**src/rtl/sorted_key_node_defines.svh**
```systemverilog
// Assertion macros shared by the sorted key node RTL.
`ifndef SORTED_KEY_NODE_DEFINES_SVH
`define SORTED_KEY_NODE_DEFINES_SVH

// Same-cycle implication, clocked on clk and disabled while arst_n is low.
`define SKN_ASSERT_IMP(name, ante, cons, msg) \
	name: assert property (@(posedge clk) disable iff (!arst_n) (ante) |-> (cons)) \
		else $error(msg);

// Next-cycle implication, clocked on clk and disabled while arst_n is low.
`define SKN_ASSERT_NXT(name, ante, cons, msg) \
	name: assert property (@(posedge clk) disable iff (!arst_n) (ante) |=> (cons)) \
		else $error(msg);

`endif

```
**src/rtl/skn_pkg.sv**
```systemverilog
// Types and constants shared by the sorted key node modules.
`timescale 1ns / 1ps
`default_nettype none
package skn_pkg;

	localparam int CMD_W    = 2;
	localparam int IN_KEY_W = 32;
	localparam int STATUS_W = 2;
	localparam int POS_W    = 5;
	localparam int COUNT_W  = 5;
	localparam int IN_W     = 40;
	localparam int OUT_W    = 16;

	typedef enum logic [CMD_W-1:0] {
		CMD_INSERT = 2'd0,
		CMD_REMOVE = 2'd1,
		CMD_SEARCH = 2'd2
	} skn_cmd_t;

	typedef enum logic [STATUS_W-1:0] {
		ST_DONE      = 2'd0,
		ST_FULL      = 2'd1,
		ST_EMPTY     = 2'd2,
		ST_NOT_FOUND = 2'd3
	} skn_status_t;

	typedef enum logic {
		FSM_IDLE,
		FSM_UPDATE
	} skn_fsm_t;

	// Control that every cell of the row sees in the same cycle.
	typedef struct packed {
		logic compare;
		logic shift_up;
		logic shift_down;
	} skn_ctl_t;

endpackage
`default_nettype wire

```
**src/rtl/sorted_key_node.sv**
```systemverilog
// Top level of the sorted key node: a row of key cells with a command sequencer.
//
// Keeps up to SIZE keys in ascending order. Each item on the s_ channel carries
// a command (insert, remove, search) and a key; each item yields exactly one
// result on the m_ channel: status, position, found flag and the key count.
// An accepted item is compared against every cell at once in the cycle it is
// accepted, and the cells register the compare flags; in the update state the
// match position and found flag are reduced from the row, the cells shift up
// or down by one place, and the result is loaded into the output register. An
// item thus passes through the compare stage held in the cells and then the
// row update. s_tready is high while no item is in the row, so a new item is
// taken while an earlier result still waits in the output register.
// If the receiver stalls with a result held, the update of the next item waits
// until that result is taken. Reset empties the node (count zero) and clears
// the output valid flag; stored keys need no clearing.
`timescale 1ns / 1ps
`default_nettype none
`include "sorted_key_node_defines.svh"
module sorted_key_node #(
	parameter int SIZE      = 16,
	parameter int KEY_WIDTH = 32
) (
	input  wire logic                        clk,
	input  wire logic                        arst_n,
	input  wire logic                        s_tvalid,
	output logic                             s_tready,
	// cmd [1:0], key [33:2], zero fill [39:34]
	input  wire logic [skn_pkg::IN_W-1:0]    s_tdata,
	output logic                             m_tvalid,
	input  wire logic                        m_tready,
	// status [1:0], position [6:2], found [7], count [12:8], zero fill [15:13]
	output logic      [skn_pkg::OUT_W-1:0]   m_tdata
);
	import skn_pkg::*;

	localparam int CW = $clog2(SIZE + 1);

	skn_fsm_t               state_q, state_nxt;
	skn_ctl_t               ctl;
	logic                   load;
	logic [CW-1:0]          count_q;
	logic [CMD_W-1:0]       cmd_q;
	logic [KEY_WIDTH-1:0]   key_q;
	logic [KEY_WIDTH-1:0]   in_key;
	logic [63:0]            in_key_ext;
	logic                   accept;
	logic                   not_full;

	logic [KEY_WIDTH-1:0]   cell_key [SIZE];
	logic [SIZE-1:0]        cell_lt;
	logic [SIZE-1:0]        cell_at_pos;
	logic [SIZE-1:0]        cell_hit;
	logic [SIZE-1:0]        cell_valid;

	logic [CW-1:0]          pos_enc;
	logic [CW-1:0]          pos;
	logic                   found;
	logic [STATUS_W-1:0]    status;
	logic [CW-1:0]          pos_out;
	logic                   found_out;
	logic [CW+POS_W-1:0]    pos_pad;
	logic [CW+COUNT_W-1:0]  count_pad;
	logic [CW-1:0]          count_nxt;

	logic                   m_tvalid_q;
	logic [OUT_W-1:0]       m_tdata_q;

	assign accept     = s_tvalid && s_tready;
	assign in_key_ext = {32'd0, s_tdata[CMD_W +: IN_KEY_W]};
	assign in_key     = in_key_ext[KEY_WIDTH-1:0];
	assign not_full   = (count_q < CW'(SIZE));

	// Command sequencer.
	always_ff @(posedge clk or negedge arst_n) begin
		if (!arst_n) begin
			state_q <= FSM_IDLE;
		end else begin
			state_q <= state_nxt;
		end
	end

	always_comb begin
		state_nxt      = state_q;
		s_tready       = 1'b0;
		load           = 1'b0;
		ctl.compare    = 1'b0;
		ctl.shift_up   = 1'b0;
		ctl.shift_down = 1'b0;
		unique case (state_q)
			FSM_IDLE: begin
				s_tready    = 1'b1;
				ctl.compare = s_tvalid;
				if (s_tvalid) begin
					state_nxt = FSM_UPDATE;
				end
			end
			FSM_UPDATE: begin
				if (!m_tvalid_q || m_tready) begin
					load           = 1'b1;
					ctl.shift_up   = (cmd_q == CMD_INSERT) && not_full;
					ctl.shift_down = (cmd_q == CMD_REMOVE) && found;
					state_nxt      = FSM_IDLE;
				end
			end
			default: begin
				state_nxt = FSM_IDLE;
			end
		endcase
	end

	always_ff @(posedge clk) begin
		if (accept) begin
			cmd_q <= s_tdata[CMD_W-1:0];
			key_q <= in_key;
		end
	end

	// Row of cells; each hands its key to the neighbors on a shift.
	for (genvar i = 0; i < SIZE; i++) begin : g_cell
		logic [KEY_WIDTH-1:0] left_key;
		logic [KEY_WIDTH-1:0] right_key;
		logic                 lt_left;

		assign cell_valid[i] = (CW'(i) < count_q);

		if (i == 0) begin : g_first
			assign left_key = cell_key[i];
			assign lt_left  = 1'b1;
		end else begin : g_inner
			assign left_key = cell_key[i-1];
			assign lt_left  = cell_lt[i-1];
		end

		if (i == SIZE - 1) begin : g_last
			assign right_key = cell_key[i];
		end else begin : g_body
			assign right_key = cell_key[i+1];
		end

		skn_cell #(
			.KEY_WIDTH(KEY_WIDTH)
		) u_cell (
			.clk      (clk),
			.ctl      (ctl),
			.valid    (cell_valid[i]),
			.cmp_key  (in_key),
			.ins_key  (key_q),
			.left_key (left_key),
			.right_key(right_key),
			.lt_left  (lt_left),
			.key      (cell_key[i]),
			.lt       (cell_lt[i]),
			.at_pos   (cell_at_pos[i]),
			.hit      (cell_hit[i])
		);
	end

	// The lower-than flags form a run of ones; the first cell past the end of the run is the position.
	always_comb begin
		pos_enc = '0;
		for (int i = 0; i < SIZE; i++) begin
			if (cell_at_pos[i]) begin
				pos_enc = pos_enc | CW'(i);
			end
		end
	end

	assign pos   = cell_lt[SIZE-1] ? CW'(SIZE) : pos_enc;
	assign found = |cell_hit;

	always_comb begin
		status    = ST_DONE;
		pos_out   = pos;
		found_out = found;
		count_nxt = count_q;
		unique case (cmd_q)
			CMD_INSERT: begin
				if (!not_full) begin
					status = ST_FULL;
				end else begin
					count_nxt = count_q + CW'(1);
				end
			end
			CMD_REMOVE: begin
				if (count_q == '0) begin
					status    = ST_EMPTY;
					pos_out   = '0;
					found_out = 1'b0;
				end else if (!found) begin
					status = ST_NOT_FOUND;
				end else begin
					count_nxt = count_q - CW'(1);
				end
			end
			default: begin
				status = ST_DONE;
			end
		endcase
	end

	assign pos_pad   = {{POS_W{1'b0}}, pos_out};
	assign count_pad = {{COUNT_W{1'b0}}, count_nxt};

	always_ff @(posedge clk or negedge arst_n) begin
		if (!arst_n) begin
			count_q    <= '0;
			m_tvalid_q <= 1'b0;
		end else begin
			if (load) begin
				count_q    <= count_nxt;
				m_tvalid_q <= 1'b1;
			end else if (m_tready) begin
				m_tvalid_q <= 1'b0;
			end
		end
	end

	always_ff @(posedge clk) begin
		if (load) begin
			m_tdata_q <= {3'd0, count_pad[COUNT_W-1:0], found_out, pos_pad[POS_W-1:0], status};
		end
	end

	assign m_tvalid = m_tvalid_q;
	assign m_tdata  = m_tdata_q;

	`SKN_ASSERT_IMP(a_count_bound, 1'b1, count_q <= CW'(SIZE), "key count above SIZE")
	`SKN_ASSERT_IMP(a_single_pos, state_q == FSM_UPDATE, $onehot0(cell_at_pos), "several insertion points in the row")
	`SKN_ASSERT_IMP(a_rose_from_update, $rose(m_tvalid), $past(state_q == FSM_UPDATE), "result without an update cycle")
	`SKN_ASSERT_NXT(a_accept_to_update, accept, state_q == FSM_UPDATE, "accepted item did not reach the update cycle")
	`SKN_ASSERT_NXT(a_insert_count, ctl.shift_up, count_q == $past(count_q) + CW'(1), "insert did not grow the count")

endmodule
`default_nettype wire

```
**src/rtl/skn_cell.sv**
```systemverilog
// One storage cell of the sorted key row: holds a key and its compare flags.
`timescale 1ns / 1ps
`default_nettype none
module skn_cell #(
	parameter int KEY_WIDTH = 32
) (
	input  wire logic                 clk,
	input  wire skn_pkg::skn_ctl_t    ctl,
	input  wire logic                 valid,
	input  wire logic [KEY_WIDTH-1:0] cmp_key,
	input  wire logic [KEY_WIDTH-1:0] ins_key,
	input  wire logic [KEY_WIDTH-1:0] left_key,
	input  wire logic [KEY_WIDTH-1:0] right_key,
	input  wire logic                 lt_left,
	output logic      [KEY_WIDTH-1:0] key,
	output logic                      lt,
	output logic                      at_pos,
	output logic                      hit
);
	import skn_pkg::*;

	logic [KEY_WIDTH-1:0] key_q;
	logic                 lt_q;
	logic                 eq_q;
	logic                 valid_q;

	always_ff @(posedge clk) begin
		if (ctl.compare) begin
			lt_q    <= valid && (key_q < cmp_key);
			eq_q    <= (key_q == cmp_key);
			valid_q <= valid;
		end
		// Cells at or past the insertion point move up, the new key lands at the point; on a remove they take the key above.
		if (ctl.shift_up && !lt_q) begin
			key_q <= lt_left ? ins_key : left_key;
		end else if (ctl.shift_down && !lt_q) begin
			key_q <= right_key;
		end
	end

	assign key    = key_q;
	assign lt     = lt_q;
	assign at_pos = !lt_q && lt_left;
	assign hit    = at_pos && eq_q && valid_q;

endmodule
`default_nettype wire
```
**config.mk**
```make
export PLATFORM = sky130hd
export DESIGN_NAME = sorted_key_node
export DESIGN_NICKNAME = d
export VERILOG_FILES = /design/src/rtl/skn_pkg.sv /design/src/rtl/sorted_key_node.sv /design/src/rtl/skn_cell.sv
export VERILOG_INCLUDE_DIRS = /design/src /design/src/rtl
export SDC_FILE = /design/constraint.sdc
export NUM_CORES = 2
export LEC_CHECK = 0
export BUFFER_PORTS_ARGS = -buffer_cell sky130_fd_sc_hd__buf_2
export CORE_ASPECT_RATIO = 0.75
export CORE_MARGIN = 2
export CORE_UTILIZATION = 55
export CTS_BUF_LIST = sky130_fd_sc_hd__clkbuf_4
export DETAILED_ROUTE_END_ITERATION = 12
export PLACE_DENSITY = 0.71
export SLEW_MARGIN = 10
export SYNTH_ARGS = -nofsm -noshare
export SYNTH_HDL_FRONTEND = slang
export SYNTH_SLANG_ARGS = --single-unit
export TNS_END_PERCENT = 50
```
**constraint.sdc**
```tcl
create_clock -name clk -period 5.23 [get_ports clk]
set_input_delay 0 -clock clk [delete_from_list [all_inputs] [get_ports clk]]
set_output_delay 0 -clock clk [all_outputs]
set_load 0.02 [all_outputs]
```
Word-level counts from Yosys, hierarchy flattened
Index checks and enable logic that the tools add are counted.

Word-level logic and storage cells: 341. Output and inout bits: 18. Register bits after elaboration: 614. Input port bits: 44.

Order comparisons: 33. Reductions and logical operators: 134. Equality and inequality tests: 17. Muxes and demuxes: 84. Bitwise gates (word level): 1. Add/subtract/negate cells: 2.

Operators by type and width (count): $mux W32 (45); $eq A32 B32 Y1 (16); $lt A32 B32 Y1 (16); $logic_and A1 B1 Y1 (97); $lt A4 B5 Y1 const A (8); $mux W4 (8); $reduce_bool A2 Y1 (16); $mux W5 (6); $lt A3 B5 Y1 const A (4); $logic_not A1 Y1 (17); $reduce_or A16 Y1 (1); $mux W1 (12); $mux W2 (6); $mux W3 (4); $lt A1 B5 Y1 const A (2); $lt A2 B5 Y1 const A (2); $pmux W5 S2 (1); $add A5 B1 Y5 const B (1); $logic_not A5 Y1 (1); $lt A5 B5 Y1 const B (1); $sub A5 B1 Y5 const B (1); $pmux W2 S2 (1); $eq A2 B1 Y1 const B (1); $logic_not A2 Y1 (1); other kinds (3) (3).

Logic depth before layout (Yosys ltp)
Depth in word-level cells: 20. Depth in mapped cells: 8. Depth with buffers taken out: 8.

Modules after synthesis
From an unflattened synthesis, not the netlist that was laid out.

Cell total of the unflattened synthesis: 4403. Area total of the unflattened synthesis: 42932.4 um^2.

By module, submodules not included: skn_cell (instances 16, area each 2531.2 um^2, sequential area each 1051.0 um^2, cells an instance 263); sorted_key_node (instances 1, area each 2433.6 um^2, sequential area each 1586.5 um^2, cells an instance 195).

Worst setup path after synthesis
OpenSTA, ideal clock, no wires.

Kind: register to register. Start: register state_q. End: register cmd_q[0] (enable). Cell stages (with the launch flop): 2. Required time: 4.697 ns. Clock period less this slack: 4.575 ns. Setup slack: 0.655 ns. Buffers on the path: 0. Library setup time: 0.533 ns. Arrival: 4.043 ns. Path through: dfrtp_1 > nor2b_1.

Longest elaborated chain between the ends: 2.

Ends and longest elaborated chain: from (decl) (line sorted_key_node.sv:38) `skn_fsm_t state_q, state_nxt;`; from (signal assigned) (line sorted_key_node.sv:78) `state_q <= state_nxt;`; $mux W1 (line sorted_key_node.sv:89) `unique case (state_q)`; $logic_and A1 B1 Y1 (line sorted_key_node.sv:68) `assign accept = s_tvalid && s_tready;`; named net accept (line sorted_key_node.sv:46) `logic accept;`; to (signal assigned) (line sorted_key_node.sv:113) `cmd_q <= s_tdata[CMD_W-1:0];`; to (decl) (line sorted_key_node.sv:42) `logic [CMD_W-1:0] cmd_q;`.

The timed path passes the listed nets, and every way through them passes these cells. A chain may end at the register's enable or synchronous reset.

Final worst setup path
Start: register count_q[4]. End: register g_cell[2].u_cell.key_q[0] (enable).

Longest elaborated chain between the ends: 6.

Ends and longest elaborated chain: from (decl) (line sorted_key_node.sv:41) `logic [CW-1:0] count_q;`; from (signal assigned) (line sorted_key_node.sv:210) `count_q <= count_nxt;`; $lt A5 B5 Y1 (line sorted_key_node.sv:71) `assign not_full = (count_q < CW'(SIZE));`; $logic_and A1 B1 Y1 (line sorted_key_node.sv:100) `ctl.shift_up = (cmd_q == CMD_INSERT) && not_full;`; $mux W2 (line sorted_key_node.sv:98) `if (!m_tvalid_q || m_tready) begin`; $mux W2 (line sorted_key_node.sv:89); $logic_and A1 B1 Y1 (line skn_cell.sv:34) `if (ctl.shift_up && !lt_q) begin`; $reduce_bool A2 Y1 (no line); to (signal assigned) (line skn_cell.sv:35) `key_q <= lt_left ? ins_key : left_key;`; to (signal assigned) (line skn_cell.sv:37) `key_q <= right_key;`; to (decl) (line skn_cell.sv:22) `logic [KEY_WIDTH-1:0] key_q;`.

No other way between the ends.

==> metrics <==
fmax approximately 270 MHz; drt initial violations around 2900; Final Worst Setup Slack 1570 ps; fin. max-slew vios 0; Post-CTS Setup Bufs 0; crit start category register; I/O Pins 62; Pwr Density between 300 and 400 nW/um^2; drt via density ~6.3; cts bufs inserted 157; crit path launch count_q[4]; Mapped Cells ~3800; share of cells above drive strength 1 0.116; Synth Flop Type edfxtp_1; CP max stage cell nor2_4; CP delay by family, top simple AND/OR/NAND/NOR gates; H-tree depth 4; IO Port Bufs between 50 and 60; outcome complete, no violations; Placer Congestion 0.889; pre-CTS setup slack roughly 1700 ps; Starting Density 0.554; worst-path fanout max 32; Yosys cell types 62; asr flop ratio synth 0.0114; worst hold path class input pin to register; worst-path cell chain or3_1, nor2_4, a31oi_4, buf_4, nor2_4; P_leak ~19 nW; synthesized area per cell between 10 and 15 sq um; die width between 300 and 400 microns; # setup viols final 0; Slew @ Worst Pin approximately 1200 ps; Hold Path Stages 2; Rel. slew slack 0.177; Cell Area, Synth about 41000 sq um; R2R cell count 5; final hold vios 0; CP peak stage delay approximately 850 ps; Synth area leaders edfxtp_1 45%, ha_1 16%, mux2i_1 11%; RR Startpoint count_q[4]; Congestion Overflow GR 0; RR Endpoint g_cell[2].u_cell.key[0]; vias in the first global route around 30000; site row count 86; Setup TNS 0 ps; Crit path depth 5; FF-to-FF setup slack roughly 1600 ps; TritonRoute pass-1 iters 5; unrepaired setup endpoints after global routing false; clk_skew about 65 ps; CTS sink cnt a little over 600; initial antenna violation count 4; #FFs+latches synth 614; Die Area between 70000 and 80000 sq um; Post-Route WL 113 mm; max-cap viol count 0; Worst-path clk slew about 70 ps; post-detail-place hpwl a little over 80 mm; CTS max path bufs 3; Final ANT Viol Nets 0; part of the cycle the worst path needs 0.701; CTS tree yes; Root Buffer clkbuf_4; sequential area share after synthesis 0.453; first-pass GRT wire length 176 mm; drt wl/cell around 23 microns; residual DRC count 0; CORE AREA around 73000 sq um; Setup crit end kind register; required time worst endpoint 5850 ps; Yosys warnings 0; VDD IR max 211 uV; most common cell after layout, fill and taps aside edfxtp_1; post-synth top area share 0.449; largest net degree at the start of global routing 65; DIE HEIGHT ~240 microns; Worst EP arrival roughly 4300 ps; clock latency on the worst-skew pair 1040 ps; Buf/Inv on CP 1; Post-synth EDFFs slightly above 600; fin crit period roughly 3700 ps; WS Path Type register to register; gr usage total 0.296; most frequent cells in the layout 607 x edfxtp_1, 541 x o21ai_0, 518 x nand2_1; final net count approximately 4500; Worst path most repeated cell nor2_4; Syn-to-layout area delta 9.69%; CP endpoint g_cell[2].u_cell.key[0]; vias about 31000; Yosys top cell by area edfxtp_1
==> worst register-to-register path, cell delays in order, from the launching register on <==
cell and delay, ps:
dfrtp_1 650, or3_1 710, nor2_4 460, a31oi_4 220, buf_4 310, nor2_4 850
==> metrics by stage <==
stage	hold slack [ps]	cell area (sq um)	power, W	instances	util
floorplan	-296	40600	0.0109	3767	-
CTS	35.8	44500	0.0168	4992	0.607
finish	147	44500	0.0169	4994	0.608
global placement	-148	41900	0.0124	4658	0.572
detailed placement	-147	41900	0.0126	4658	0.572
global route	88.8	44500	0.0178	4994	0.608
==> how the worst min path moves through the flow <==
stage                          start         end  slack, ps
after global placement        arst_n  count_q[1]       -150
after CTS                 s_tdata[2]    key_q[0]         40
after floorplan               arst_n  count_q[0]       -300
after global routing      s_tdata[2]    key_q[0]         90
after detailed placement      arst_n    m_tvalid       -150
final                     s_tdata[2]    key_q[0]        150
==> where the power goes <==
group          internal [W]  switching, W
sequential          0.00660      0.000830
combinational       0.00203       0.00323
clock               0.00202       0.00214
==> cells in the mapped netlist, types with 4 or more instances <==
| master | number |
|---|---|
| o2111ai_1 | 4 |
| o21ai_0 | 541 |
| ha_1 | 515 |
| nor3_1 | 42 |
| nand4_1 | 83 |
| buf_4 | 10 |
| nand2_1 | 526 |
| nor4_1 | 14 |
| o21a_1 | 15 |
| nand4b_1 | 16 |
| clkbuf_1 | 170 |
| a211o_1 | 8 |
| a221oi_1 | 4 |
| a211oi_1 | 33 |
| mux2_2 | 61 |
| or2_2 | 7 |
| nor2_1 | 106 |
| buf_2 | 10 |
| a31oi_1 | 11 |
| nand2b_1 | 16 |
| a21oi_1 | 142 |
| or3_1 | 14 |
| and4_1 | 14 |
| and3_1 | 6 |
| a2111oi_0 | 13 |
| mux2i_1 | 450 |
| o211ai_1 | 16 |
| dfrtp_1 | 7 |
| a21o_1 | 66 |
| o21ai_1 | 8 |
| nor2b_1 | 29 |
| edfxtp_1 | 607 |
| nand3_1 | 46 |
| o31ai_1 | 8 |
| buf_1 | 8 |
| o21bai_1 | 18 |
| inv_1 | 82 |
==> registers in the layout, indices dropped and copies added, names as in the netlist, 2 cells and up <==
name	count
g_cell.u_cell.key	512
key_q	32
g_cell.u_cell.eq_q	16
g_cell.u_cell.lt	16
g_cell.u_cell.valid_q	16
m_tdata	13
count_q	5
cmd_q	2
==> what timing repair did <==
action,CTS,global route
hold buffers,74,0
endpoints found under the hold margin,106,0
setup endpoints to repair,0,0
gates resized for setup,0,0
==> logic make-up after synthesis <==
kind of cell,Yosys count,synth area share
mux,514,0.129
other cells,1,0.0000924
fa+ha+maj,515,0.159
flops,614,0.453
simple gates,928,0.104
xor+xnor,3,0.000647
buf+inv,280,0.0271
compound gates,910,0.127
==> routing by layer <==
layer / share of wire / up-vias / GRT usage / routed length (microns)
met5: 0 / - / 0 / 0
met4: 0.019 / 0 / 0.0834 / 2090
met3: 0.075 / 181 / 0.0523 / 8490
met2: 0.43 / 1169 / 0.450 / 49000
met1: 0.47 / 15400 / 0.435 / 53100
li1: - / 14700 / - / -
==> cell type report <==
type	instances	area, sq um
fillers	6192	28800
multi-input cells	2873	21200
flip-flops and latches	614	18400
clock buffers	226	1700
repair buffers	195	1520
well taps	968	1210
inverters	82	308
clock inverters	34	170
diodes	2	5.00
Note: power is estimated with default switching activity, not from simulation.
